**config.mk**
```make
export PLATFORM = sky130hd
export DESIGN_NAME = pgl_div_cell
export DESIGN_NICKNAME = d
export VERILOG_FILES = /design/src/pgl_pkg.sv /design/src/pgl_div_cell.sv
export SDC_FILE = /design/constraint.sdc
export NUM_CORES = 1
export LEC_CHECK = 0
export BUFFER_PORTS_ARGS = -buffer_cell sky130_fd_sc_hd__buf_4
export CAP_MARGIN = 40
export CORE_MARGIN = 2
export CORE_UTILIZATION = 51
export DETAILED_ROUTE_END_ITERATION = 10
export GPL_TIMING_DRIVEN = 0
export PLACE_DENSITY = 0.86
export SYNTH_ARGS = -nofsm -noshare
export SYNTH_HDL_FRONTEND = slang
export SYNTH_SLANG_ARGS = --single-unit
export TNS_END_PERCENT = 30
```
**constraint.sdc**
```tcl
create_clock -name clk -period 5.9 [get_ports clk]
set_input_delay 0.885 -clock clk [delete_from_list [all_inputs] [get_ports clk]]
set_output_delay 0.885 -clock clk [all_outputs]
set_load 0.1 [all_outputs]
```
**src/pgl_pkg.sv**
```systemverilog
package pgl_pkg;

  localparam int COORD_BITS_DEF      = 12;
  localparam int ANGLE_FRAC_BITS_DEF = 16;

  // Datapath widths and step counts of the pipeline.
  localparam int CW            = 36;
  localparam int ZW            = 34;
  localparam int VW            = 30;
  localparam int CORDIC_STEPS  = 30;
  localparam int DIV_STEPS     = 48;
  localparam int SQRT_STEPS    = 29;
  localparam int SQRT_RAD_BITS = 2 * SQRT_STEPS;
  localparam int NORM_STEPS    = 5;
  localparam int RADIAL_BITS   = 24;
  localparam int DEG_PROD_BITS = 41;

  localparam logic [RADIAL_BITS-1:0] RADIAL_ONE = 24'h010000;
  localparam logic [RADIAL_BITS-1:0] RADIAL_MAX = 24'hFFFFFF;

  localparam logic [29:0] K_Q30 = 30'd652032874;
  localparam logic [30:0] G_Q30 = 31'd1768195363;

  localparam logic [31:0] TURN_QUARTER = 32'h4000_0000;
  localparam logic signed [ZW-1:0] Z_HALF = 34'sh0_8000_0000;

  // Register map, word index.
  localparam logic [2:0] REG_FRAME_WIDTH  = 3'd0;
  localparam logic [2:0] REG_FRAME_HEIGHT = 3'd1;
  localparam logic [2:0] REG_GLOBE_RADIUS = 3'd2;
  localparam logic [2:0] REG_SUN_LON      = 3'd3;
  localparam logic [2:0] REG_SUN_LAT      = 3'd4;

  localparam logic [31:0] ATAN_TABLE [CORDIC_STEPS] = '{
    32'h20000000, 32'h12E4051E, 32'h09FB385B, 32'h051111D4, 32'h028B0D43, 32'h0145D7E1,
    32'h00A2F61E, 32'h00517C55, 32'h0028BE53, 32'h00145F2F, 32'h000A2F98, 32'h000517CC,
    32'h00028BE6, 32'h000145F3, 32'h0000A2FA, 32'h0000517D, 32'h000028BE, 32'h0000145F,
    32'h00000A30, 32'h00000518, 32'h0000028C, 32'h00000146, 32'h000000A3, 32'h00000051,
    32'h00000029, 32'h00000014, 32'h0000000A, 32'h00000005, 32'h00000003, 32'h00000001
  };

endpackage

```
**src/pgl_div_cell.sv**
```systemverilog
module pgl_div_cell import pgl_pkg::*; #(
  parameter int DW = 28,
  parameter int SW = 1
) (
  input  logic                 clk,
  input  logic                 en,
  input  logic [DW-1:0]        rem_in,
  input  logic [DIV_STEPS-1:0] num_in,
  input  logic [DIV_STEPS-1:0] q_in,
  input  logic [DW-1:0]        dd_in,
  input  logic [SW-1:0]        side_in,
  output logic [DW-1:0]        rem_out,
  output logic [DIV_STEPS-1:0] num_out,
  output logic [DIV_STEPS-1:0] q_out,
  output logic [DW-1:0]        dd_out,
  output logic [SW-1:0]        side_out
);

  logic [DW:0] trial;
  logic        ge;

  assign trial = {rem_in, num_in[DIV_STEPS-1]};
  assign ge    = trial >= {1'b0, dd_in};

  always_ff @(posedge clk) begin
    if (en) begin
      rem_out  <= ge ? DW'(trial - {1'b0, dd_in}) : DW'(trial);
      q_out    <= {q_in[DIV_STEPS-2:0], ge};
      num_out  <= num_in << 1;
      dd_out   <= dd_in;
      side_out <= side_in;
    end
  end

endmodule

```
== Word level (Yosys, flattened, before mapping) ==
Index checks and enable logic that the tools add are counted.
Storage, ports and cells
  bits in registers: 152
  input port bits: 155
  output and inout port bits: 153
  word-level logic and storage cells: 8
Operators by class
  add/sub/neg operators: 1
  order comparisons: 1
  mux-type cells: 1
Operators with widths (count)
  $ge 29x28->1: 1
  $mux 28: 1
  $sub 28x28->28: 1

== Logic depth before layout (Yosys ltp) ==
Gate-level depths: netlist of run 1.
  word-level depth: 2
  gate-level depth with buffers: 13
  depth with buffers taken out: 11

== Worst setup path before layout of run 1 ==
OpenSTA, ideal clock, no wires.
  kind: input to register
  start point: input dd_in[11]
  end point: register rem_out[21], data pin
  setup time: 0.260 ns
  data arrival time: 2.922 ns
  required time: 5.640 ns
  slack: 2.718 ns
  stages: 13
  buffers on the path: 3
  cell sequence: inv_1 > ha_1 > buf_2 > nand2_1 > nor2_1 > nor2_1 > a31oi_2 > a31oi_2 > a21oi_2 > a41o_1 > buf_6 > buf_6 > mux2_4
On the way
  cells in the longest elaborated chain, start to end: 2
  elaborated cells on any way between the ends: 3
  classes of those cells: add/sub: 1; order compare: 1; mux: 1
Ends and longest elaborated chain
  start, declared: line pgl_div_cell.sv:10  | input logic [DW-1:0] dd_in,
  $ge 29x28->1: line pgl_div_cell.sv:23  | assign ge = trial >= {1'b0, dd_in};
  named net ge: line pgl_div_cell.sv:20  | logic ge;
  $mux 28: line pgl_div_cell.sv:27  | rem_out <= ge ? DW'(trial - {1'b0, dd_in}) : DW'(trial);
  end signal, assigned: line pgl_div_cell.sv:27
  end, declared: line pgl_div_cell.sv:12  | output logic [DW-1:0] rem_out,
The timed path passes the listed nets, and every way through them passes these cells.
A chain may end at the register's enable or synchronous reset.

== Worst setup path after layout of run 1 ==
  start point: input dd_in[3]
  end point: register rem_out[24], data pin
The elaborated chain is that of the path after synthesis.

==> impl_metrics.tcl, run 1 <==
set metrics [dict create \
    drive_gt1_share_pct 48.1 \
    finalHoldWorstSlack_ns 0.639 \
    worst_ep_arrival_time_ns 3.51 \
    postSynthAreaPerCell_um2 14.8 \
    drtIter0Drc 397 \
    num_vias 5066 \
    vdd_drop_max_mv 0.161 \
    rows 41 \
    portBuffers 305 \
    antenna_cells 0 \
    async_reset_ff_share_pct 0 \
    slowest_stage "ha_1" \
    ys_top_cells_by_area "edfxtp_1, ha_1, mux2_2" \
    leakagePower_nw 4.34 \
    synth_compound_area_share_pct 9.56 \
    path_cells "buf_4 > inv_1 > ha_1 > o211ai_1 > a21oi_1 > o21ai_1 > a31oi_2 > a31oi_2 > a21oi_2 > a41o_1 > buf_6 > buf_6 > mux2_4" \
    yosys.area_share.adder_pct 5.50 \
    critPathRequiredTime_ns 6.07 \
    muxShareOfSynthArea_pct 5.03 \
    min_path_type "in2reg" \
    nets 964 \
    endpoint_kind "flip-flop" \
    p_clk_share_pct 28.4 \
    finalMaxSlewViolations 0 \
    seq_power_share_pct 36.8 \
    htree_levels 4 \
    dieArea_um2 14100 \
    die_y_um 119 \
    switching_share_pct 38.6 \
    slowest_delay_ns 0.36 \
    cts_root_buf "clkbuf_16" \
    path_class "in2reg" \
    max_freq_mhz 299 \
    synth_top_family_by_area "compound AO/OA/AOI/OAI gates" \
    finalWeightedCongestion 0.933 \
    cts_tree "done" \
    area_growth_pct 45.9 \
    yosys.area_share.simple_pct 5.74 \
    setup_ws_ns 2.56 \
    cellInternalPower_mw 2.24 \
    fp.dieW_um 119 \
    tightest_slew_ns 0.661 \
    pin_count 308 \
    cts_buffers 17 \
    clkTransAtPathRegs_ns 0.06 \
    vias_per_cell 5.26 \
    ys_seq_elements 152 \
    crit_fanout 10 \
    place_hpwl_um 14400 \
    synth_nets 639 \
    fillCellCount 782 \
    ctsResizeCount 0 \
    yosysTopAreaCell "edfxtp_1" \
    synth_edf_count 152 \
    maxSlewHeadroom_pct 55.9 \
    ys.flop_type "edfxtp_1" \
    ys_warn_count 0 \
    antenna_found_initial 0 \
    drc_errors 0 \
    grt_util_all_layers_pct 26.4 \
    cts_setup_buffers 0 \
    postPlaceCellArea_um2 9280 \
    setup_tns_ns 0 \
    crit_family "compound AO/OA/AOI/OAI gates" \
    p_sw_mw 1.41 \
    gr-total-overflow 0 \
    rsz0062_at_grt "no" \
    crit_buf_inv 4 \
    seq_area_frac_synth_pct 67.7 \
    fin_crit_sh_pct 56.7 \
    drtPass1Iterations 5 \
    start_util_pct 52.8 \
    p_per_area_nw_per_um2 371 \
    core-area_um2 12800 \
    layout_min_cycle_time_ns 3.34 \
    syn_area_um2 6740 \
    p_comb_share_pct 34.8 \
    wl_um 18500 \
    clkSinkCount 152 \
    status "finished, final reports clean" \
    ctsHoldBuffers 0 \
    grt_pass1_wl_um 28500 \
    grt_pass1_vias 5198 \
    antenna_left 0 \
    dp_slack_ns 2.18 \
    wl_per_cell_um 19.2 \
    finalHoldViolCount 0 \
    cts_buffer_depth 2 \
    synth.distinct_cells 54 \
    synthXorXnorAreaFrac_pct 2.86 \
    synthCells 455 \
    final_cell_area_um2 9830 \
    synth_top_area_share_pct 67.7 \
    cap_viol_max_count 0 \
    worst_setup_path_start_kind "input pin" \
    setup_viol 0 \
    grt_max_degree 85 \
]
## metrics by stage
stage	util [%]	std cells	total power [mW]
2_1_floorplan	-	455	2.31
3_3_place_gp	72.4	932	2.61
3_5_place_dp	72.6	933	2.63
4_1_cts	77.0	964	3.66
5_1_grt	77.0	964	3.77
6_report	77.0	964	3.65
## worst paths after layout
| kind | to | cells after the start | slack, ns | start |
|---|---|---|---|---|
| worst max-delay path | rem_out[24] | 13 | 2.56 | dd_in[3] |
| worst min-delay path | q_out[24] | 1 | 0.64 | q_in[23] |
## flip-flops by register name, indices dropped and copies added, names as in the netlist
register,flops
q_out,48
num_out,47
dd_out,28
side_out,1
rem_out,28
## synth_stat cells (all sizes together), types with 2 or more instances
master,n
edfxtp,152
inv,38
a21oi,32
ha,28
mux2,24
nand2,18
nor2,18
o21ai,14
xnor2,13
a21o,12
clkbuf,9
xor2,9
buf,8
nand4,7
nor3,7
a31oi,6
nand3,6
and3,5
mux2i,5
o211ai,5
o21bai,5
nand2b,3
a211oi,2
a21boi,2
a221oi,2
and2,2
nand3b,2
nor2b,2
nor3b,2
o21a,2
o31a,2
or2,2
## cell type report
class	count	area, um2	area share [%]
sequential	152	4560	46.4
tap	172	215	2.19
buffer	17	95.1	0.967
clock buffer	19	433	4.40
clock inverter	12	126	1.28
inverter	38	143	1.45
multi-input combinational	248	1940	19.7
timing repair buffer	306	2320	23.6
## cell usage in the layout (no fill, tap or decap), types with 3 or more instances in the layout
| cell | count |
|---|---|
| buf_4 | 305 |
| edfxtp_1 | 152 |
| inv_1 | 38 |
| a21oi_1 | 30 |
| ha_1 | 28 |
| mux2_2 | 19 |
| nor2_1 | 18 |
| nand2_1 | 18 |
| clkbuf_16 | 17 |
| xnor2_1 | 13 |
| a21o_1 | 12 |
| o21ai_0 | 12 |
| clkbuf_1 | 11 |
| xor2_1 | 9 |
| nor3_1 | 7 |
| nand4_1 | 7 |
| nand3_1 | 6 |
| o211ai_1 | 5 |
| and3_1 | 5 |
| mux2i_1 | 5 |
| mux2_4 | 5 |
| o21bai_1 | 5 |
| clkinv_2 | 5 |
| buf_2 | 4 |
| buf_6 | 4 |
| nand2b_1 | 3 |
| a31oi_1 | 3 |
## routing by layer
metal | GRT usage, % | part of all wire (%) | vias to the layer above
li1 | - | - | 2353
met1 | 30.3 | 37 | 2433
met2 | 46.8 | 54 | 249
met3 | 8.00 | 7.1 | 31
met4 | 9.23 | 2.1 | 0
met5 | 0 | 0 | -
## power groups by stage
stage	Sequential [mW]	Combinational (mW)	Clock, mW
after floorplan	2.09	0.219	0
after global placement	1.36	1.25	0
after detailed placement	1.36	1.26	0
after CTS	1.34	1.27	1.05
after global routing	1.35	1.31	1.11
final	1.34	1.27	1.04
## kinds of logic after synthesis
logic type               count (synthesis)
multiplexers                            29
XOR/XNOR                                22
buffers and inverters                   55
flip-flops                             152
other                                    1
AND/OR/NAND/NOR                         76
adder cells (fa/ha/maj)                 29
AO/OA/AOI/OAI                           91
No activity file was read; power rests on OpenSTA's default activity.
==> run 2, diff against run 1 <==
--- a/config.mk
+++ b/config.mk
@@ -8,10 +8,10 @@
 export BUFFER_PORTS_ARGS = -buffer_cell sky130_fd_sc_hd__buf_4
 export CAP_MARGIN = 40
 export CORE_MARGIN = 2
-export CORE_UTILIZATION = 51
+export CORE_UTILIZATION = 43
 export DETAILED_ROUTE_END_ITERATION = 10
 export GPL_TIMING_DRIVEN = 0
-export PLACE_DENSITY = 0.86
+export PLACE_DENSITY = 0.77
 export SYNTH_ARGS = -nofsm -noshare
 export SYNTH_HDL_FRONTEND = slang
 export SYNTH_SLANG_ARGS = --single-unit
==> constraint.sdc (replaced) <==
create_clock -name clk -period 2.7 [get_ports clk]
set_input_delay 0.405 -clock clk [delete_from_list [all_inputs] [get_ports clk]]
set_output_delay 0.405 -clock clk [all_outputs]
set_load 0.1 [all_outputs]
==> impl_metrics.tcl, run 2 (same netlist as run 1, synthesis figures left out) <==
set metrics [dict create \
    antenna_found_initial 1 \
    clkSinkCount 152 \
    drtIter0Drc 298 \
    reg.largest.list "q_out (48), num_out (47)" \
    cts_buffers 17 \
    grt_max_degree 103 \
    path_cells "buf_4 > inv_1 > ha_1 > fa_2 > nor2b_4 > o31a_1 > or3_4 > a31oi_4 > o21ai_4 > a2111o_1 > o211ai_1 > mux2i_1" \
    status "finished, final reports clean" \
    rows 45 \
    clkTransAtPathRegs_ns 0.07 \
    finalHoldViolCount 0 \
    cts_buffer_depth 2 \
    cap_viol_max_count 0 \
    final_common_cell "buf_4" \
    largest-register "q_out" \
    num_vias 5014 \
    tightest_slew_ns 0.517 \
    largest_reg_flops 48 \
    final_cell_mix "buf_4, edfxtp_1, inv_1" \
    rsz0062_at_grt "no" \
    vias_per_cell 4.97 \
    antenna_left 0 \
    cts_tree "done" \
    place_inst 972 \
    p_per_area_nw_per_um2 793 \
    setup_viol 0 \
    drc_errors 0 \
    die_y_um 129 \
    maxSlewHeadroom_pct 65.6 \
    finalHoldWorstSlack_ns 0.151 \
    core-area_um2 15300 \
    ctsHoldBuffers 0 \
    final_cell_area_um2 10000 \
    grt_util_all_layers_pct 21.2 \
    slowest_delay_ns 0.43 \
    grt_pass1_vias 4900 \
    min_path_type "in2reg" \
    htree_levels 4 \
    dp_slack_ns -0.628 \
    finalMaxSlewViolations 0 \
    max_freq_mhz 388 \
    drive_gt1_share_pct 49.9 \
    worst_ep_arrival_time_ns 2.75 \
    portBuffers 305 \
    finalWeightedCongestion 0.826 \
    fin_cells 1008 \
    nets 967 \
    drtPass1Iterations 5 \
    crit_buf_inv 2 \
    setup_tns_ns 0 \
    layout_min_cycle_time_ns 2.58 \
    wl_um 18500 \
    dieArea_um2 16700 \
    start_util_pct 44.2 \
    endpoint_kind "flip-flop" \
    gr-total-overflow 0 \
    crit_family "compound AO/OA/AOI/OAI gates" \
    leakagePower_nw 4.34 \
    path_class "in2reg" \
    worst_setup_path_start_kind "input pin" \
    fp.dieW_um 129 \
    vdd_drop_max_mv 0.451 \
    slowest_stage "a2111o_1" \
    place_hpwl_um 14100 \
    cts_root_buf "clkbuf_16" \
    grt_pass1_wl_um 26400 \
    wl_per_cell_um 18.3 \
    postPlaceCellArea_um2 9370 \
    crit_fanout 6 \
    critPathRequiredTime_ns 2.87 \
    setup_ws_ns 0.120 \
    area_growth_pct 48.4 \
    pin_count 308 \
    fin_crit_sh_pct 95.6 \
]
[run 2: cell type report]
type	instances	area (um2)
fillers	1109	5260
flip-flops and latches	152	4560
repair buffers	310	2360
multi-input cells	248	2020
clock buffers	18	429
well taps	211	264
inverters	38	143
clock inverters	14	116
plain buffers	16	97.6
diodes	1	2.50
[run 2: report_power, final]
group | switching (mW) | leakage (nW) | total (mW) | internal (mW)
Clock | 1.01 | 0.251 | 2.20 | 1.19
Combinational | 2.10 | 2.61 | 2.80 | 0.702
Sequential | 0.0638 | 1.49 | 2.93 | 2.86
[run 2: worst paths after layout]
kind	from	endpoint	slack, ns	cells after the start
worst max-delay path	num_in[47]	rem_out[22]	0.12	12
worst min-delay path	q_in[19]	q_out[20]	0.15	1
[run 2: metal layers]
metal	share of wire [%]	GRT usage, %	up-vias
met5	0	0	-
li1	-	-	2362
met4	2.9	9.14	0
met3	8.1	6.90	39
met2	51	37.2	227
met1	38	23.7	2386
[run 2: per-stage QoR]
stage               utilization (%)  power [mW]
floorplan                         -        5.05
global placement               61.2        5.72
detailed placement             61.4        5.75
CTS                            65.1        7.95
global route                   65.5        8.17
finish                         65.5        7.93
[run 2: timing repair]
item,4_1_cts,5_1_grt
setup buffers,1,3
pin swaps,2,5
endpoints found under the setup margin,25,27
gates resized for setup,3,9
