--- config.mk ---
export PLATFORM = sky130hd
export DESIGN_NAME = pgl_cordic_cell
export DESIGN_NICKNAME = d
export VERILOG_FILES = /design/src/pgl_pkg.sv /design/src/pgl_cordic_cell.sv
export SDC_FILE = /design/constraint.sdc
export NUM_CORES = 1
export LEC_CHECK = 0
export ABC_CLOCK_PERIOD_IN_PS = 4500
export BUFFER_PORTS_ARGS = -buffer_cell sky130_fd_sc_hd__buf_2
export CAP_MARGIN = 20
export CORE_MARGIN = 2
export CORE_UTILIZATION = 53
export DETAILED_ROUTE_END_ITERATION = 6
export PLACE_DENSITY = 0.85
export SETUP_SLACK_MARGIN = 0.5
export SLEW_MARGIN = 10
export SYNTH_ARGS = -nofsm -noshare
export SYNTH_HDL_FRONTEND = slang
export SYNTH_SLANG_ARGS = --single-unit
--- constraint.sdc ---
create_clock -name clk -period 4.5 [get_ports clk]
set_input_delay 0.45 -clock clk [delete_from_list [all_inputs] [get_ports clk]]
set_output_delay 0.45 -clock clk [all_outputs]
set_load 0.01 [all_outputs]
--- src/pgl_pkg.sv ---
package pgl_pkg;

  localparam int COORD_BITS_DEF      = 12;
  localparam int ANGLE_FRAC_BITS_DEF = 16;

  // Datapath widths and step counts of the pipeline.
  localparam int CW            = 36;
  localparam int ZW            = 34;
  localparam int VW            = 30;
  localparam int CORDIC_STEPS  = 30;
  localparam int DIV_STEPS     = 48;
  localparam int SQRT_STEPS    = 29;
  localparam int SQRT_RAD_BITS = 2 * SQRT_STEPS;
  localparam int NORM_STEPS    = 5;
  localparam int RADIAL_BITS   = 24;
  localparam int DEG_PROD_BITS = 41;

  localparam logic [RADIAL_BITS-1:0] RADIAL_ONE = 24'h010000;
  localparam logic [RADIAL_BITS-1:0] RADIAL_MAX = 24'hFFFFFF;

  localparam logic [29:0] K_Q30 = 30'd652032874;
  localparam logic [30:0] G_Q30 = 31'd1768195363;

  localparam logic [31:0] TURN_QUARTER = 32'h4000_0000;
  localparam logic signed [ZW-1:0] Z_HALF = 34'sh0_8000_0000;

  // Register map, word index.
  localparam logic [2:0] REG_FRAME_WIDTH  = 3'd0;
  localparam logic [2:0] REG_FRAME_HEIGHT = 3'd1;
  localparam logic [2:0] REG_GLOBE_RADIUS = 3'd2;
  localparam logic [2:0] REG_SUN_LON      = 3'd3;
  localparam logic [2:0] REG_SUN_LAT      = 3'd4;

  localparam logic [31:0] ATAN_TABLE [CORDIC_STEPS] = '{
    32'h20000000, 32'h12E4051E, 32'h09FB385B, 32'h051111D4, 32'h028B0D43, 32'h0145D7E1,
    32'h00A2F61E, 32'h00517C55, 32'h0028BE53, 32'h00145F2F, 32'h000A2F98, 32'h000517CC,
    32'h00028BE6, 32'h000145F3, 32'h0000A2FA, 32'h0000517D, 32'h000028BE, 32'h0000145F,
    32'h00000A30, 32'h00000518, 32'h0000028C, 32'h00000146, 32'h000000A3, 32'h00000051,
    32'h00000029, 32'h00000014, 32'h0000000A, 32'h00000005, 32'h00000003, 32'h00000001
  };

endpackage

--- src/pgl_cordic_cell.sv ---
module pgl_cordic_cell import pgl_pkg::*; #(
  parameter int STEP   = 0,
  parameter bit VECTOR = 1'b0,
  parameter int SW     = 1
) (
  input  logic                 clk,
  input  logic                 en,
  input  logic signed [CW-1:0] x_in,
  input  logic signed [CW-1:0] y_in,
  input  logic signed [ZW-1:0] z_in,
  input  logic [SW-1:0]        side_in,
  output logic signed [CW-1:0] x_out,
  output logic signed [CW-1:0] y_out,
  output logic signed [ZW-1:0] z_out,
  output logic [SW-1:0]        side_out
);

  localparam logic signed [ZW-1:0] ATAN = ZW'(ATAN_TABLE[STEP]);

  logic signed [CW-1:0] xs;
  logic signed [CW-1:0] ys;
  logic                 ccw;

  assign xs = x_in >>> STEP;
  assign ys = y_in >>> STEP;
  // Rotation steps follow the residual angle, vectoring steps drive y to zero.
  assign ccw = VECTOR ? y_in[CW-1] : ~z_in[ZW-1];

  always_ff @(posedge clk) begin
    if (en) begin
      if (ccw) begin
        x_out <= x_in - ys;
        y_out <= y_in + xs;
        z_out <= z_in - ATAN;
      end else begin
        x_out <= x_in + ys;
        y_out <= y_in - xs;
        z_out <= z_in + ATAN;
      end
      side_out <= side_in;
    end
  end

endmodule

# After elaboration in Yosys (flattened, before gate mapping)
# Cells that the tools add are included.
[classes]
muxes = 3
add_sub_neg = 5
[ops]
columns = ["cell", "n"]
rows = [
  ["$mux W36", 2],
  ["$sub A36 B36 Y36", 2],
  ["$add A36 B36 Y36", 1],
  ["$add A34 B31 Y34 const B", 1],
  ["$mux W34", 1],
  ["$sub A34 B31 Y34 const B", 1],
]
[totals]
out_inout_bits = 107
regBits = 107
wordCells = 12

# Logic depth before layout (Yosys ltp)
# Gate-level depths: netlist of the first run.
[depth]
depth_word = 2
depth_mapped = 13
ltp_nobuf = 12

# Worst setup path before layout of the first run
# No wires, ideal clock.
[synth_path]
path_kind = "input-to-reg"
from = "input port x_in[0]"
to = "register x_out[32], data pin"
path_slack_ps = 1576
path_stages = 12
path_buffers = 0
arrival_ps = 2665
cell_sequence = "inv_1 ha_1 fa_1 nand2b_1 a211oi_2 o41ai_2 o221ai_2 a221o_1 a221oi_2 or4_1 a22oi_2 xnor2_1"
[synth_via]
elab_chain_cells = 2
word_cells_on_any_way = 3
classes_between = "add/sub (2); mux (1)"
[synth_lines]
columns = ["item", "line_no", "text"]
rows = [
  ["start: declaration", "pgl_cordic_cell.sv:8", "input logic signed [CW-1:0] x_in,"],
  ["$sub A36 B36 Y36 or $add A36 B36 Y36 (tied branches)", "pgl_cordic_cell.sv:32, pgl_cordic_cell.sv:36", ""],
  ["$mux W36 (*)", "pgl_cordic_cell.sv:31", "if (ccw) begin"],
  ["end signal: assignment", "pgl_cordic_cell.sv:32", "x_out <= x_in - ys;"],
  ["end signal: assignment", "pgl_cordic_cell.sv:36", "x_out <= x_in + ys;"],
  ["end: declaration", "pgl_cordic_cell.sv:12", "output logic signed [CW-1:0] x_out,"],
]
# Mark *: on every way between the ends. The rest lies on a longest branch, timed or not.
# A chain may end at the register's enable or synchronous reset.

# Worst setup path in the final report of the first run
[layout_path]
from = "input port x_in[5]"
to = "register x_out[32], data pin"
# The elaborated chain is that of the path after synthesis.

==> results of run 1 <==
==> stage by stage <==
step	setup slack [ns]	cell area, um2	power (uW)	hold WS [ns]
6_report	1.09	11600	3500	0.254
5_1_grt	0.923	11600	3670	0.251
4_1_cts	1.20	11600	3500	0.249
3_5_place_dp	0.840	11300	2640	0.628
3_3_place_gp	0.820	11300	2630	0.627
2_1_floorplan	1.58	10200	2190	0.549
==> path summary, 6_finish.rpt <==
kind,startpoint,endpoint,slack (ns),depth (start not counted)
worst max-delay path,x_in[5],x_out[32],1.09,11
worst min-delay path,z_in[3],z_out[3],0.25,1
==> cells in the mapped netlist, types with 4 or more instances <==
| cell | instances | area, um2 |
|---|---|---|
| nor2_1 | 89 | 334 |
| and2_1 | 4 | 25.0 |
| o21a_1 | 12 | 90.1 |
| buf_2 | 15 | 75.1 |
| inv_1 | 95 | 357 |
| nor3_1 | 24 | 120 |
| nor2b_1 | 14 | 87.6 |
| edfxtp_1 | 106 | 3180 |
| o211ai_2 | 4 | 50.1 |
| clkinv_1 | 4 | 15.0 |
| mux2i_1 | 14 | 140 |
| a21o_1 | 28 | 210 |
| nand3_1 | 11 | 55.1 |
| buf_6 | 4 | 45.0 |
| o221ai_1 | 4 | 35.0 |
| o211ai_1 | 14 | 105 |
| and3_1 | 4 | 25.0 |
| nand2b_1 | 13 | 81.3 |
| or3_1 | 5 | 31.3 |
| buf_4 | 7 | 52.6 |
| buf_1 | 8 | 30.0 |
| o31a_1 | 4 | 35.0 |
| a21boi_0 | 4 | 30.0 |
| ha_1 | 108 | 1350 |
| o21ai_1 | 11 | 55.1 |
| o31ai_1 | 5 | 37.5 |
| o21ai_0 | 66 | 330 |
| xor2_1 | 8 | 70.1 |
| inv_2 | 9 | 33.8 |
| or2_2 | 4 | 25.0 |
| a211oi_1 | 7 | 52.6 |
| nand4_1 | 18 | 113 |
| a21oi_1 | 125 | 626 |
| fa_1 | 4 | 80.1 |
| xnor2_1 | 61 | 534 |
| nand2_1 | 50 | 188 |
| a31oi_1 | 10 | 62.6 |
| a2111oi_0 | 5 | 43.8 |
| o21bai_1 | 39 | 293 |
| clkbuf_1 | 16 | 60.1 |
| nor4_1 | 12 | 75.1 |
==> worst max-delay path, stage by stage <==
cell and delay (ns):
buf_2 0.11, inv_1 0.05, ha_1 0.53, a21o_1 0.30, o41ai_2 0.44, o221ai_2 0.25
a221o_1 0.45, a221oi_2 0.51, or4_1 0.20, a22oi_2 0.06, xnor2_1 0.16
==> cells by family (layout without fill, tap and decap cells) <==
group,Yosys count,count (layout)
adders and majority gates,112,112
and+or+nand+nor,277,277
DFF,106,106
muxes,14,14
buffers and inverters,159,346
xor gates and xnor gates,69,69
AOI/OAI and AO/OA,393,393
==> state kept, by name, summed over array words and instances, names as in the netlist <==
register  cells
x_out        36
side_out      1
y_out        35
z_out        34
==> area by class of cell <==
cell class,count,area [um2]
clock buffer,9,225
clock inverter,7,92.6
fill,1630,7130
inverter,108,405
multi-input combinational,865,6310
sequential,106,3180
tap,234,293
timing repair buffer,222,1130
==> power breakdown <==
group	internal, uW	total, uW	switching [uW]
clock network	447	852	405
registers	1270	1310	36.7
logic	498	1340	845
==> per-layer routing <==
metal  GRT usage  vias up  wire, um
li1            -     4465         -
met2       0.496      518     14600
met5           0        -         0
met4       0.101        0       938
met3      0.0592       73      2650
met1       0.395     4595     13100
==> flow_summary.json, run 1 <==
{
  "die-area_um2": 20300,
  "final_common_cell": "buf_2",
  "finalMaxSlewViolations": 0,
  "grt_pass1_wl_um": 48100,
  "setup_viol": 0,
  "post_drt_wl_per_cell_um": 20.1,
  "end_kind": "register",
  "power_density_nw_per_um2": 301,
  "die_w_um": 142,
  "rsz0062_at_grt": "no",
  "syn_area_per_cell_um2": 9.00,
  "synth_compound_area_frac": 0.262,
  "clkSlewWorstSetupHoldPaths_ns": 0.08,
  "ant_nets": 0,
  "cp-start-kind": "input pin",
  "finalWirelength_um": 31200,
  "grt_max_degree": 50,
  "ys_types": 90,
  "cts_tree": "done",
  "outcome": "complete, no violations",
  "ys_warn_count": 0,
  "path_class": "input pin to register",
  "power.leakage_uw": 0.00504,
  "finalHoldViolations": 0,
  "dr.pass1.iters": 6,
  "grt_use_total": 0.300,
  "fp-row-count": 50,
  "dp_cells": 1535,
  "antenna_found_initial": 0,
  "synthSimpleGateAreaFrac": 0.144,
  "synth.area.mux_share": 0.0138,
  "clockBufferDepth": 2,
  "synth_fa_ha_area_frac": 0.141,
  "cts-htree-levels": 3,
  "peakVddDrop_mv": 0.184,
  "crit_arrival_ns": 3.52,
  "cts_hold_buf": 0,
  "max_freq_ghz": 0.293,
  "synthCells": 1130,
  "via_per_inst": 6.22,
  "worstPathRequired_ns": 4.61,
  "fin_crit_ns": 3.41,
  "grt_pass1_vias": 9160,
  "grt-ovfl-total": 0,
  "synth_seq_cells": 106,
  "cts_resized": 0,
  "final_nets": 1533,
  "core-area_um2": 18800,
  "die_y_um": 142,
  "synthArstFlopShare": 0,
  "final_core_util": 0.620,
  "fin_setup_tns_ns": 0,
  "relSlewSlack": 0.380,
  "drc": 0,
  "port_buffers": 215,
  "ios": 216,
  "maxCapViolCount": 0,
  "cts_buffers": 9,
  "synth_xor_area_frac": 0.0594,
  "gp_congestion": 0.969,
  "synth_edf_count": 106,
  "hpwlAfterDp_um": 24400,
  "n_antenna_cell": 0,
  "synth_top_family_by_area": "compound AO/OA/AOI/OAI gates",
  "area_growth_pct": 14.5,
  "dr.first_iter.drc_count": 1112,
  "final_cell_mix": "buf_2, a21oi_1, ha_1, edfxtp_1, inv_1",
  "worstMarginPinSlew_ns": 0.921,
  "min_period_over_period": 0.759,
  "instances_no_fill": 1551,
  "ys.flop_type": "edfxtp_1",
  "vias": 9651,
  "initial_core_util": 0.542,
  "syn-num-nets": 1351,
  "synth_area_um2": 10200,
  "worstHoldPathType": "input pin to register",
  "post_cts_buffers": 0,
  "drive_gt1_frac": 0.226,
  "root_buffer": "clkbuf_16",
  "yosysSeqAreaShare": 0.313,
  "cts.sinks": 106,
  "cp_max_fo": 16
}
No activity file was read; power rests on OpenSTA's default activity.
==> run 2: changes to the inputs <==
--- a/config.mk
+++ b/config.mk
@@ -5,7 +5,7 @@
 export SDC_FILE = /design/constraint.sdc
 export NUM_CORES = 1
 export LEC_CHECK = 0
-export ABC_CLOCK_PERIOD_IN_PS = 4500
+export ABC_CLOCK_PERIOD_IN_PS = 3300
 export BUFFER_PORTS_ARGS = -buffer_cell sky130_fd_sc_hd__buf_2
 export CAP_MARGIN = 20
 export CORE_MARGIN = 2
==> constraint.sdc (replaced) <==
create_clock -name clk -period 3.3 [get_ports clk]
set_input_delay 0.33 -clock clk [delete_from_list [all_inputs] [get_ports clk]]
set_output_delay 0.33 -clock clk [all_outputs]
set_load 0.01 [all_outputs]
==> run 2 against run 1 <==
Utilization rose by 6.3 points. Sequential share of layout area fell by 2.5 points. Count of clock-buffer cells in the layout did not move. Wire length rose by 3.8%. Cell count rose by 6.1%. Critical endpoint unchanged. Clock power rose by 31%. Global-route usage rose by 0.53 points. Combinational power rose by 57%.
==> flow_summary.json, run 2 (synthesis results as in run 1) <==
{
  "outcome": "complete, no violations",
  "power.leakage_uw": 0.00557,
  "initial_core_util": 0.542,
  "ant_nets": 0,
  "vias": 10000,
  "design_area_um2": 12800,
  "peakVddDrop_mv": 0.243,
  "worstHoldPathType": "input pin to register",
  "finalHoldViolations": 0,
  "antenna_found_initial": 0,
  "maxCapViolCount": 0,
  "post_drt_wl_per_cell_um": 19.7,
  "n_antenna_cell": 0,
  "finalMaxSlewViolations": 0,
  "whs_path_depth": 1,
  "final_core_util": 0.683,
  "grt_use_total": 0.305,
  "root_buffer": "clkbuf_16",
  "dr.first_iter.drc_count": 943,
  "place_area_um2": 12000,
  "port_buffers": 215,
  "die_y_um": 142,
  "dr.pass1.iters": 6,
  "cts-htree-levels": 3,
  "fin_crit_ns": 2.96,
  "final_cell_mix": "buf_2, a21oi_1, edfxtp_1, buf_4, inv_1",
  "fin_setup_tns_ns": 0,
  "cts_tree": "done",
  "relSlewSlack": 0.536,
  "grt_max_degree": 107,
  "hpwlAfterDp_um": 24900,
  "end_kind": "register",
  "die-area_um2": 20300,
  "via_per_inst": 6.08,
  "path_class": "input pin to register",
  "area_growth_pct": 26.1,
  "clkSlewWorstSetupHoldPaths_ns": 0.08,
  "drive_gt1_frac": 0.312,
  "grt_pass1_vias": 9342,
  "hp-start": "side_in",
  "max_freq_ghz": 0.338,
  "power_density_nw_per_um2": 390,
  "fp-row-count": 50,
  "cp_max_fo": 3,
  "worstMarginPinSlew_ns": 0.690,
  "instances_no_fill": 1645,
  "largest_register": "x_out",
  "top_regs": "x_out x36, y_out x35, z_out x34",
  "gp_congestion": 0.994,
  "die_w_um": 142,
  "grt_pass1_wl_um": 49000,
  "fin_hold_ws_ns": 0.133,
  "worstPathRequired_ns": 3.41,
  "crit_arrival_ns": 3.07,
  "core-area_um2": 18800,
  "finalWirelength_um": 32400,
  "clockBufferDepth": 2,
  "dp_cells": 1615,
  "setup_viol": 0,
  "rsz0062_at_grt": "yes",
  "cts.sinks": 106,
  "final_nets": 1627,
  "largest_register_ffs": 36,
  "final_common_cell": "buf_2",
  "ios": 216,
  "min_period_over_period": 0.895,
  "cts_buffers": 9,
  "hold_end": "side_out",
  "cp-start-kind": "input pin",
  "grt-ovfl-total": 0,
  "drc": 0
}
==> run 2: changes by cell type in the layout (fill, tap and decap cells not counted), sizes merged <==
| cell | change |
|---|---|
| bufinv | -1 |
| buf | +94 |
| clkinv | +1 |
==> run 2: final cells by class <==
type	instances	area [um2]
clock buffer	9	225
clock inverter	7	81.3
fill	1524	5950
inverter	108	410
multi-input combinational	865	6740
sequential	106	3180
tap	234	293
timing repair buffer	316	1890
==> run 2: metrics by stage <==
step                setup WS, ns  power (uW)
floorplan                  0.502        2990
global placement         -0.0516        3700
detailed placement        -0.108        3730
CTS                        0.363        4870
global route               0.301        5240
finish                     0.345        5000
==> run 2: worst max-delay path, cell delays in order <==
cell and delay, ns:
buf_8 0.08, inv_1 0.04, ha_1 0.21, fa_2 0.36, nand2b_4 0.17, a211oi_4 0.26, o41ai_2 0.13, o221ai_2 0.30
a221o_1 0.26, a221oi_2 0.07, buf_4 0.19, or4_1 0.43, a22oi_2 0.15, xnor2_1 0.08
==> run 2: timing repair <==
item                                   in CTS  in global routing
endpoints found under the hold margin       0                  0
gates resized for setup                    11                 79
setup buffers                               2                 12
setup endpoints to repair                  15                 30
hold buffers                                0                  0
pin swaps                                   6                 39
==> run 2: worst max-delay path by stage <==
stage	start	end	slack [ns]	cells past startpoint
after floorplan	x_in[0]	x_out[34]	0.50	11
after global placement	x_in[9]	y_out[29]	-0.05	12
after detailed placement	x_in[0]	x_out[32]	-0.11	14
after CTS	x_in[0]	x_out[32]	0.36	14
after global routing	x_in[0]	x_out[32]	0.30	14
final	x_in[0]	x_out[32]	0.34	14
==> run 2: routing by layer <==
layer / up-vias / GRT usage / share of wire
li1: 4662 / - / -
met1: 4735 / 0.409 / 0.42
met2: 537 / 0.506 / 0.48
met3: 70 / 0.0515 / 0.080
met4: 0 / 0.0954 / 0.027
met5: - / 0 / 0
==> run 2: power by group <==
part	switching, uW	internal (uW)	total, uW
Clock	575	542	1120
Sequential	48.2	1740	1780
Combinational	1240	860	2100
