### src/pgl_pkg.sv
package pgl_pkg;

  localparam int COORD_BITS_DEF      = 12;
  localparam int ANGLE_FRAC_BITS_DEF = 16;

  // Datapath widths and step counts of the pipeline.
  localparam int CW            = 36;
  localparam int ZW            = 34;
  localparam int VW            = 30;
  localparam int CORDIC_STEPS  = 30;
  localparam int DIV_STEPS     = 48;
  localparam int SQRT_STEPS    = 29;
  localparam int SQRT_RAD_BITS = 2 * SQRT_STEPS;
  localparam int NORM_STEPS    = 5;
  localparam int RADIAL_BITS   = 24;
  localparam int DEG_PROD_BITS = 41;

  localparam logic [RADIAL_BITS-1:0] RADIAL_ONE = 24'h010000;
  localparam logic [RADIAL_BITS-1:0] RADIAL_MAX = 24'hFFFFFF;

  localparam logic [29:0] K_Q30 = 30'd652032874;
  localparam logic [30:0] G_Q30 = 31'd1768195363;

  localparam logic [31:0] TURN_QUARTER = 32'h4000_0000;
  localparam logic signed [ZW-1:0] Z_HALF = 34'sh0_8000_0000;

  // Register map, word index.
  localparam logic [2:0] REG_FRAME_WIDTH  = 3'd0;
  localparam logic [2:0] REG_FRAME_HEIGHT = 3'd1;
  localparam logic [2:0] REG_GLOBE_RADIUS = 3'd2;
  localparam logic [2:0] REG_SUN_LON      = 3'd3;
  localparam logic [2:0] REG_SUN_LAT      = 3'd4;

  localparam logic [31:0] ATAN_TABLE [CORDIC_STEPS] = '{
    32'h20000000, 32'h12E4051E, 32'h09FB385B, 32'h051111D4, 32'h028B0D43, 32'h0145D7E1,
    32'h00A2F61E, 32'h00517C55, 32'h0028BE53, 32'h00145F2F, 32'h000A2F98, 32'h000517CC,
    32'h00028BE6, 32'h000145F3, 32'h0000A2FA, 32'h0000517D, 32'h000028BE, 32'h0000145F,
    32'h00000A30, 32'h00000518, 32'h0000028C, 32'h00000146, 32'h000000A3, 32'h00000051,
    32'h00000029, 32'h00000014, 32'h0000000A, 32'h00000005, 32'h00000003, 32'h00000001
  };

endpackage

### src/pgl_sqrt_cell.sv
module pgl_sqrt_cell import pgl_pkg::*; #(
  parameter int SW = 1
) (
  input  logic                     clk,
  input  logic                     en,
  input  logic [SQRT_RAD_BITS-1:0] rad_in,
  input  logic [SQRT_STEPS+1:0]    rem_in,
  input  logic [SQRT_STEPS-1:0]    root_in,
  input  logic [SW-1:0]            side_in,
  output logic [SQRT_RAD_BITS-1:0] rad_out,
  output logic [SQRT_STEPS+1:0]    rem_out,
  output logic [SQRT_STEPS-1:0]    root_out,
  output logic [SW-1:0]            side_out
);

  logic [SQRT_STEPS+3:0] r2;
  logic [SQRT_STEPS+3:0] trial;
  logic                  ge;

  // One result bit per cell: bring down two radicand bits, try root*4+1.
  assign r2    = {rem_in, rad_in[SQRT_RAD_BITS-1 -: 2]};
  assign trial = {2'b00, root_in, 2'b01};
  assign ge    = r2 >= trial;

  always_ff @(posedge clk) begin
    if (en) begin
      rem_out  <= ge ? (SQRT_STEPS + 2)'(r2 - trial) : (SQRT_STEPS + 2)'(r2);
      root_out <= {root_in[SQRT_STEPS-2:0], ge};
      rad_out  <= rad_in << 2;
      side_out <= side_in;
    end
  end

endmodule

### config.mk
export PLATFORM = sky130hd
export DESIGN_NAME = pgl_sqrt_cell
export DESIGN_NICKNAME = d
export VERILOG_FILES = /design/src/pgl_pkg.sv /design/src/pgl_sqrt_cell.sv
export SDC_FILE = /design/constraint.sdc
export NUM_CORES = 1
export LEC_CHECK = 0
export ABC_AREA = 0
export BUFFER_PORTS_ARGS = -buffer_cell sky130_fd_sc_hd__buf_2
export CAP_MARGIN = 20
export CORE_ASPECT_RATIO = 0.5
export CORE_MARGIN = 5
export CORE_UTILIZATION = 49
export DETAILED_ROUTE_END_ITERATION = 8
export PLACE_DENSITY_LB_ADDON = 0.15
export SETUP_SLACK_MARGIN = 0.15
export SLEW_MARGIN = 20
export SYNTH_ARGS = -nofsm -noshare
export SYNTH_HDL_FRONTEND = slang
export SYNTH_SLANG_ARGS = --single-unit
### constraint.sdc
create_clock -name clk -period 4.27 [get_ports clk]
set_input_delay 0.854 -clock clk [delete_from_list [all_inputs] [get_ports clk]]
set_output_delay 0.854 -clock clk [all_outputs]
set_load 0.05 [all_outputs]
# == Word level (Yosys, flattened, before mapping) ==
# Index checks and enable logic that the tools add are counted.
# totals
reg_bits,117
in_bits,121
output_inout_bits,119
word_cells,7
# op_classes
n_addsub,1
n_lt_le_gt_ge,1
mux,1
# op_table
op,n
$ge A33 B31 Y1,1
$mux W31,1
$sub A31 B31 Y31,1

# == Logic depth before layout (Yosys ltp) ==
# Gate-level depths: netlist of run 1.
# depth
depth_word,2
depth_mapped,12
mapped_depth_nobuf,10

# == Least setup slack after synthesis of run 1 ==
# OpenSTA, ideal clock, no wires.
# synth_path
path_type,input-to-reg
start,in root_in[5]
end,"reg rem_out[10], data pin"
setup_time_ns,0.260
t_arrival_ns,3.124
t_required_ns,4.010
path_slack_ns,0.886
stages,12
n_path_buf,2
path_cell_list,inv_1 > ha_1 > clkdlybuf4s25_2 > nand3_1 > nand3_1 > a41oi_2 > o211ai_2 > a31oi_4 > o21ai_2 > a31oi_4 > buf_6 > mux2_4
# synth_via
elab_chain_len,2
word_cells_on_any_way,3
cone_classes,1 x add/sub; 1 x order compare; 1 x mux
# synth_rtl
element,line,rtl
"start, declared",pgl_sqrt_cell.sv:8,"input logic [SQRT_STEPS-1:0] root_in,"
$sub A31 B31 Y31 or $ge A33 B31 Y1 (tied branches),"pgl_sqrt_cell.sv:27, pgl_sqrt_cell.sv:23",
$mux W31 (*),pgl_sqrt_cell.sv:27,rem_out <= ge ? (SQRT_STEPS + 2)'(r2 - trial) : (SQRT_STEPS + 2)'(r2);
"end signal, assigned",pgl_sqrt_cell.sv:27,
"end, declared",pgl_sqrt_cell.sv:11,"output logic [SQRT_STEPS+1:0] rem_out,"
# Mark *: on every way between the ends. The rest lies on a longest branch, timed or not.
# A chain may end at the register's enable or synchronous reset.

# == Worst setup path in the final report of run 1 ==
# layout_path
start,in root_in[6]
end,"reg rem_out[30], data pin"
# Same word-level chain as after synthesis.

==> results of run 1 <==
## routing by layer
metal  global-route usage (%)  vias to the layer above  routed length [um]
li1                         -                     2094                   -
met1                     21.7                     1968                5370
met2                     33.8                      150                7010
met3                     5.91                       17                1170
met4                     5.96                        2                 150
met5                        0                        -                  13
## kinds of logic (layout without fill, tap and decap cells)
group	Yosys count	after routing	synth area share, %
other	1	2	0.0638
multiplexers	31	31	7.52
XOR/XNOR	26	26	3.88
AO/OA/AOI/OAI	88	88	10.1
flip-flops	117	117	59.8
adder cells (fa/ha/maj)	31	31	6.60
AND/OR/NAND/NOR	85	85	7.05
buffers and inverters	55	310	4.96
## flip-flops by register name, summed over array words and instances (netlist names)
| register | cells |
|---|---|
| rad_out | 56 |
| side_out | 1 |
| root_out | 29 |
| rem_out | 31 |
## power by group through the flow
| stage | logic [mW] | clock network, mW | registers, mW |
|---|---|---|---|
| finish | 0.991 | 1.39 | 1.43 |
| CTS | 1.00 | 1.42 | 1.43 |
| global placement | 0.987 | 0 | 1.45 |
| floorplan | 0.341 | 0 | 1.87 |
| global route | 1.05 | 1.49 | 1.44 |
| detailed placement | 0.996 | 0 | 1.46 |
## through the flow
| step | power (mW) | util (%) |
|---|---|---|
| floorplan | 2.21 | - |
| global placement | 2.44 | 60.9 |
| detailed placement | 2.45 | 60.9 |
| CTS | 3.85 | 65.8 |
| global route | 3.98 | 65.8 |
| finish | 3.82 | 65.8 |
## cell type report
type / count / area share (%)
well taps: 165 / 2.67
flip-flops and latches: 117 / 45.4
inverters: 39 / 1.89
clock inverters: 14 / 2.00
repair buffers: 240 / 15.8
multi-input cells: 263 / 26.8
clock buffers: 17 / 5.49
## placed cells by master, fill, tap and decap left out, types with 3 or more instances in the layout
cell type  netlist  final
ha_1            31     31
a21o_1          11     11
and2_1           3      3
buf_4            4      3
mux2i_1          4      4
nor2b_1          3      3
nor2_1          17     17
o31ai_1          3      3
inv_6            0      3
xnor2_1         12     12
and3_1           3      3
o21ai_0         13     13
nand2b_1         4      4
nand2_1         26     26
inv_1           39     39
nand3_1         10     10
xor2_1          14     14
buf_2            0    236
clkbuf_16        0     17
mux2_4          26     26
a21oi_1         34     34
o21a_1           4      4
clkinv_4         0      6
o21bai_1         5      5
nor3_1           5      5
edfxtp_1       117    117
nand4_1          8      8
## final timing paths
path / end
hold / removal: rad_out[43]$_DFFE_PP_
setup / recovery: rem_out[30]$_DFFE_PP_
==> summary.txt, run 1 <==
Status
  • Outcome: finished, final reports clean

Min path
  • Hold Crit Class: input port to flip-flop
  • Hold Startpoint: rad_in[41]
  • Worst Hold Depth: 1

Detailed routing
  • Drt first-iter violations: approximately 260
  • DR pass1 iterations: 4
  • Via count: roughly 4200
  • Drt drc: 0
  • Wire per inst: ~16 um
  • Final WL: around 14000 um
  • Vias per cell: a little under 5
  • Routed Antenna Nets: 0

Job
  • Max-cap violations: 0

Critical path
  • Data arrival time of the critical path: around 3.5 ns
  • Worst path depth: 12
  • Delay-heaviest family, CP: compound AO/OA/AOI/OAI gates
  • Worst Path Max Fanout: 18
  • Most used cell along the critical path: a31oi_4
  • Critical Path Start: root_in[6]
  • CP Cell Sequence: buf_2, inv_1, ha_1, a21oi_1, nand3_1, a41oi_2, o211ai_2, a31oi_4, o21ai_2, a31oi_4, buf_4, mux2_2
  • Startpoint types: input port
  • Crit path buffers/inverters: 3
  • Slowest-stage cell, CP: mux2_2
  • Critical path class: input port to flip-flop
  • Required @ worst endpoint: 4.42 ns
  • CP peak stage delay: just under 0.4 ns
  • Worst setup EP type: flip-flop

Synth
  • Fraction of registers with async set or reset after synthesis: 0%
  • Commonest cells in the netlist: edfxtp_1, inv_1, a21oi_1
  • Synth Area per Inst: ~14 um^2
  • Synth Warn #: 0
  • Yosys reg bits: about 120
  • Synth top area share: about three fifths
  • Dominant cell type by area after synthesis: edfxtp_1
  • Ys flop type: edfxtp_1
  • Seq/Total Area, Yosys: about three fifths
  • Most common cell in the synthesized netlist: edfxtp_1
  • Synth area leaders: edfxtp_1, mux2_4, ha_1
  • Number of synthesized flops with an enable pin: 117
  • Mapped Area: approximately 0.0059 mm^2
  • Syn Inst Count: around 430
  • Yosys cell types: 50

Clocking
  • Post-cts sizing count: 0
  • # clock sinks: approximately 120
  • Root Driver: clkbuf_16
  • H-tree depth: 4
  • Hold_buf cts: 0
  • Max Root-Sink Buffers: 2
  • Clock Pin Slew Worst Setup and Hold Paths: roughly 0.060 ns
  • TritonCTS clock tree: built
  • Setup Buffers After CTS: 0
  • Total CTS buffers: 17

Layout
  • Fill cells: 932
  • N_diodes: 0
  • Multi-input logic area: around 0.0021 mm^2
  • Fin area: about 0.0077 mm^2
  • Synthesis-to-layout area growth: 31.8%
  • Final #Nets: 830
  • Storage cell area: about 0.0035 mm^2
  • Layout cells sized above 1: between 40 and 50%
  • Post-Layout Cell Count: between 800 and 900

Power and ir drop
  • Leakage power: 3.51 nW
  • Switch Pwr: 1.24 mW
  • Comb power frac: 26.0%
  • Int Power: 2.58 mW
  • VDD IR-drop max: around 0.27 mV
  • Part of the power in registers: a little under two fifths
  • Sw Share: between 30% and 40%
  • PD cells: a little under 500 mW/mm^2
  • Clock Power Share: a little over a third

GRT
  • Total gr overflow: 0
  • Global-route wire length before repair: approximately 21000 um
  • Vias in the first global route: between 4000 and 5000
  • Initial antenna violation count: 1
  • Gr usage total: between 10% and 20%
  • Pin count of the biggest net entering global routing: between 60 and 70

STA
  • Final Setup Violations: 0
  • Slew @ Worst Pin: about 0.75 ns
  • Relative max-transition margin: between 40% and 50%
  • Max Slew Vio Count: 0
  • Final period util: a little under 80%
  • Worst hold slack: slightly above 0.6 ns
  • Hold Vio Cnt, Final: 0
  • Final WS setup: about 0.9 ns
  • Min cycle time layout: 3.37 ns
  • Setup tns final: 0 ns
  • Peak Freq: just under 300 MHz
  • Unrepaired setup endpoints after global routing: false

Place
  • Dpl cell area: roughly 0.0072 mm^2
  • Port bufs: between 200 and 250
  • Post-DP HPWL: approximately 11000 um
  • Placed insts: 824
  • Place WS: roughly 0.50 ns
  • RD Place Congestion: 0.818

Floorplanning
  • Chip height: about 87 um
  • Core Box Area: 0.0118 mm^2
  • Die area: between 0.01 and 0.015 mm^2
  • Ports: 240
  • Initial Util: 49.9%
  • Row cnt: 28
  • Die span in x: approximately 160 um
Power figures use the tool's default switching activity.
==> run 2, diff against run 1 <==
==> constraint.sdc (replaced) <==
create_clock -name clk -period 3.2 [get_ports clk]
set_input_delay 0.64 -clock clk [delete_from_list [all_inputs] [get_ports clk]]
set_output_delay 0.64 -clock clk [all_outputs]
set_load 0.05 [all_outputs]
==> run 2 against run 1 <==
Effect of this change: utilization is 2.6 points higher; sequential share of layout area is 1.7 points lower; critical path depth stayed put; sequential power is 34% higher; final cell count is 4.3% higher; routed wire length is 4.8% higher; global-route usage is 0.65 points higher; flip-flop and latch count stayed put; clock-buffer cell count is 1 higher; total power is 35% higher; critical endpoint is now rem_out[3]$_DFFE_PP_.
==> summary.txt, run 2 (same netlist as run 1, synthesis figures left out) <==
Detailed routing
  • Final WL: roughly 14000 um
  • Wire per inst: around 16 um
  • Routed Antenna Nets: 0
  • Drt first-iter violations: 285
  • DR pass1 iterations: 4
  • Drt drc: 0
  • Via count: 4384
  • Vias per cell: roughly 5

STA
  • Final Setup Violations: 0
  • Hold Vio Cnt, Final: 0
  • Final WS setup: 0.394 ns
  • Max Slew Vio Count: 0
  • Slew @ Worst Pin: ~0.7 ns
  • Min cycle time layout: ~2.8 ns
  • Unrepaired setup endpoints after global routing: false
  • Relative max-transition margin: 52.0%
  • Peak Freq: 356 MHz
  • Final period util: between 80% and 90%

Critical path
  • Data arrival time of the critical path: between 2 and 3 ns
  • Required @ worst endpoint: roughly 3.4 ns
  • Worst Path Max Fanout: 16
  • Startpoint types: input port
  • Critical Path Start: root_in[2]
  • Critical path class: input port to flip-flop
  • Worst setup EP type: flip-flop

Clocking
  • Root Driver: clkbuf_16
  • Post-cts sizing count: 0
  • Setup Buffers After CTS: 0
  • H-tree depth: 4
  • TritonCTS clock tree: built
  • Hold_buf cts: 0
  • Clock Pin Slew Worst Setup and Hold Paths: roughly 0.06 ns
  • Max Root-Sink Buffers: 2
  • Total CTS buffers: 17
  • # clock sinks: around 120

Layout
  • Commonest non-fill, non-tap cells in the layout: buf_2, edfxtp_1, inv_1, buf_4, a21oi_1
  • Most common cell after layout, fill and taps aside: buf_2
  • Synthesis-to-layout area growth: 37.1%
  • Largest registers: rad_out (56), rem_out (31), root_out (29)
  • Top reg by flops: rad_out
  • Max FFs per register: 56
  • Layout cells sized above 1: approximately 47%
  • Storage cell area: 0.00351 mm^2
  • Fill cells: 928
  • Multi-input logic area: approximately 0.0021 mm^2
  • Final #Nets: between 800 and 900

Power and ir drop
  • PD cells: 640 mW/mm^2
  • Leakage power: between 3 and 4 nW
  • Tot Pwr: approximately 5 mW
  • VDD IR-drop max: between 0.3 and 0.4 mV

Floorplanning
  • Row cnt: 28
  • Die span in x: 165 um
  • Ports: 240
  • Initial Util: 49.9%
  • Die area: between 0.01 and 0.015 mm^2
  • Chip height: 87.4 um
  • Core Box Area: approximately 0.012 mm^2

GRT
  • Total gr overflow: 0
  • Vias in the first global route: 4392
  • Pin count of the biggest net entering global routing: 64
  • Global-route wire length before repair: 21600 um
  • Gr usage total: about a fifth
  • Initial antenna violation count: 0

Status
  • Outcome: finished, final reports clean

Place
  • Post-DP HPWL: 11100 um
  • Place WS: -0.0370 ns
  • RD Place Congestion: 0.837
  • Port bufs: approximately 240

Min path
  • Hold Startpoint: rad_in[19]
  • Hold Crit Class: input port to flip-flop

Job
  • Max-cap violations: 0
-- run 2: worst paths after layout --
check                                    to  cells past startpoint
worst max-delay path   rem_out[3]$_DFFE_PP_                     12
worst min-delay path  rad_out[21]$_DFFE_PP_                      1
-- run 2: worst max-delay path: stages --
cell and delay, ns:
buf_2 0.09, inv_1 0.04, ha_1 0.30, o21ai_2 0.08, a221oi_2 0.38, a41oi_2 0.20, o211ai_2 0.27, a31oi_4 0.14
o21ai_2 0.19, a31oi_4 0.14, buf_12 0.19, mux2_4 0.30
-- run 2: power by group --
group / switching (mW) / internal (mW)
clock network: 0.747 / 1.09
logic: 0.937 / 0.463
registers: 0.0363 / 1.88
total: 1.72 / 3.43
-- run 2: per-stage QoR --
step           utilization (%)  TNS (ns)  instance area (um^2)  std cells  hold slack [ns]
4_1_cts                   68.4         0                  8050        891            0.388
5_1_grt                   68.4         0                  8050        891            0.383
3_5_place_dp              63.5   -0.0562                  7480        859            0.818
3_3_place_gp              63.5         0                  7480        859            0.816
2_1_floorplan                -         0                  5900        435            0.739
6_report                  68.4         0                  8050        892            0.399
-- run 2: cell type report --
class                           instances  share of cell area (%)
Antenna cell                            1                  0.0311
Inverter                               39                    1.82
Sequential cell                       117                    43.6
Tap cell                              165                    2.56
Clock inverter                         14                    1.74
Timing Repair Buffer                  275                    18.8
Clock buffer                           18                    5.33
Multi-Input combinational cell        263                    26.1
-- run 2: layer usage --
metal / vias to the layer above / global-route usage [%] / routed length (um)
li1: 2170 / - / -
met1: 2035 / 22.9 / 5610
met2: 168 / 34.6 / 7410
met3: 11 / 6.48 / 1270
met4: 0 / 5.06 / 90
met5: - / 0 / 0
==> run 3, diff against run 2 <==
--- a/config.mk
+++ b/config.mk
@@ -7,10 +7,10 @@
 export LEC_CHECK = 0
 export ABC_AREA = 0
 export BUFFER_PORTS_ARGS = -buffer_cell sky130_fd_sc_hd__buf_2
-export CAP_MARGIN = 20
 export CORE_ASPECT_RATIO = 0.5
 export CORE_MARGIN = 5
-export CORE_UTILIZATION = 49
+export CORE_UTILIZATION = 50
+export CTS_BUF_LIST = sky130_fd_sc_hd__clkbuf_2 sky130_fd_sc_hd__clkbuf_4 sky130_fd_sc_hd__clkbuf_8
 export DETAILED_ROUTE_END_ITERATION = 8
 export PLACE_DENSITY_LB_ADDON = 0.15
 export SETUP_SLACK_MARGIN = 0.15
==> run 3 against run 2 <==
Effect of this change: worst hold slack worse by 0.012 ns; routed wire length fell by 2.1%; utilization fell by 0.72 points; total power fell by 8.7%; critical endpoint is now rem_out[28]$_DFFE_PP_; largest power group unchanged; highest routed layer unchanged.
==> summary.txt, run 3 (same netlist as run 1, synthesis figures left out) <==
Power and ir drop
  • PD cells: roughly 600 mW/mm^2
  • Tot Pwr: approximately 4.7 mW
  • Leakage power: between 3 and 4 nW
  • VDD IR-drop max: about 0.28 mV

Detailed routing
  • Drt drc: 0
  • Routed Antenna Nets: 0
  • Vias per cell: 4.84
  • Via count: 4320
  • Wire per inst: between 15 and 20 um
  • DR pass1 iterations: 4
  • Drt first-iter violations: about 240
  • Final WL: 14100 um

Min path
  • Hold EP: rad_out[18]$_DFFE_PP_
  • Hold Startpoint: rad_in[16]
  • Hold Crit Class: input port to flip-flop
  • Worst Hold Depth: 1

Job
  • Max-cap violations: 0

Place
  • Port bufs: 237
  • Post-DP HPWL: 11000 um
  • RD Place Congestion: between 0.8 and 0.9
  • Placed insts: roughly 860
  • Dpl cell area: approximately 0.0075 mm^2

Floorplanning
  • Row cnt: 28
  • Die area: roughly 0.014 mm^2
  • Die span in x: between 150 and 200 um
  • Initial Util: about half
  • Chip height: between 80 and 90 um
  • Core Box Area: roughly 0.012 mm^2
  • Ports: 240

Critical path
  • Worst Path Max Fanout: 5
  • Critical path class: input port to flip-flop
  • Data arrival time of the critical path: 2.99 ns
  • Worst setup EP type: flip-flop
  • Required @ worst endpoint: 3.38 ns
  • Startpoint types: input port

STA
  • Final period util: 87.9%
  • Final Setup Violations: 0
  • Slew @ Worst Pin: 0.692 ns
  • Max Slew Vio Count: 0
  • Worst hold slack: 0.387 ns
  • Hold Vio Cnt, Final: 0
  • Unrepaired setup endpoints after global routing: false
  • Peak Freq: ~360 MHz
  • Min cycle time layout: around 2.8 ns
  • Relative max-transition margin: 53.9%

Clocking
  • Hold_buf cts: 0
  • TritonCTS clock tree: built
  • Max Root-Sink Buffers: 2
  • # clock sinks: approximately 120
  • H-tree depth: 4
  • Clock Pin Slew Worst Setup and Hold Paths: roughly 0.08 ns
  • Setup Buffers After CTS: 0
  • Post-cts sizing count: 0
  • Total CTS buffers: 17
  • Root Driver: clkbuf_8

Layout
  • Layout cells sized above 1: 47.4%
  • Largest registers: rad_out (56), rem_out (31), root_out (29)
  • Final #Nets: roughly 870
  • Fin area: approximately 0.0079 mm^2
  • Top reg by flops: rad_out
  • Post-Layout Cell Count: 893
  • Max FFs per register: 56
  • Most common cell after layout, fill and taps aside: buf_2
  • Commonest non-fill, non-tap cells in the layout: buf_2, edfxtp_1, inv_1, buf_4, a21oi_1
  • N_diodes: 0
  • Fill cells: slightly above 900
  • Final core utilization: 67.7%
  • Synthesis-to-layout area growth: 34.4%

Status
  • Outcome: finished, final reports clean

GRT
  • Total gr overflow: 0
  • Initial antenna violation count: 0
  • Pin count of the biggest net entering global routing: 53
  • Gr usage total: 19.8%
  • Global-route wire length before repair: 21800 um
  • Vias in the first global route: 4358
==> run 3: changes by cell type in the layout (fill, tap and decap cells not counted), sizes merged <==
cell	change
buf	+2
inv	-1
diode	-1
clkinv	+1
bufinv	+1
clkbuf	-1
==> run 3: how the worst max path moves through the flow <==
stage / from / endpoint / slack [ns] / cells past startpoint
after CTS: root_in[2] / rem_out[14]$_DFFE_PP_ / 0.41 / 12
final: root_in[1] / rem_out[28]$_DFFE_PP_ / 0.39 / 12
after floorplan: root_in[12] / rem_out[10]$_DFFE_PP_ / 0.15 / 10
after global routing: root_in[2] / rem_out[16]$_DFFE_PP_ / 0.26 / 12
after global placement: rem_in[10] / rem_out[30]$_DFFE_PP_ / 0.02 / 11
after detailed placement: root_in[2] / rem_out[24]$_DFFE_PP_ / -0.04 / 12
==> run 3: where the power goes <==
| part | total [mW] | leakage (nW) | internal (mW) | switching [mW] |
|---|---|---|---|---|
| logic | 1.40 | 2.26 | 0.464 | 0.932 |
| clock network | 1.40 | 0.195 | 0.714 | 0.682 |
| registers | 1.91 | 1.15 | 1.87 | 0.0347 |
==> run 3: final cells by class <==
| class | instances | area (um^2) | area share (%) |
|---|---|---|---|
| Clock buffer | 17 | 234 | 2.96 |
| Inverter | 39 | 146 | 1.85 |
| Clock inverter | 15 | 170 | 2.15 |
| Timing Repair Buffer | 277 | 1530 | 19.3 |
| Multi-Input combinational cell | 263 | 2100 | 26.6 |
| Sequential cell | 117 | 3510 | 44.5 |
| Tap cell | 165 | 206 | 2.61 |
==> run 3: stage by stage <==
stage,worst slack [ns],setup TNS [ns]
detailed placement,-0.0419,-0.768
floorplan,0.153,0
global placement,0.0157,0
CTS,0.407,0
global route,0.260,0
finish,0.388,0
==> run 3: critical path, cell delays in order <==
cell	delay (ns)
buf_2	0.10
inv_1	0.07
ha_4	0.20
o21ai_2	0.17
buf_4	0.14
a21oi_1	0.06
o21ai_0	0.30
a21oi_1	0.15
a21oi_1	0.49
o21ai_0	0.22
xor2_1	0.18
mux2_4	0.27
==> run 3: metal layers <==
| metal | GRT usage, % | wire length [um] | up-vias |
|---|---|---|---|
| li1 | - | - | 2159 |
| met1 | 24.6 | 5950 | 2018 |
| met2 | 34.8 | 7090 | 135 |
| met3 | 5.08 | 959 | 8 |
| met4 | 5.48 | 80 | 0 |
| met5 | 0 | 0 | - |
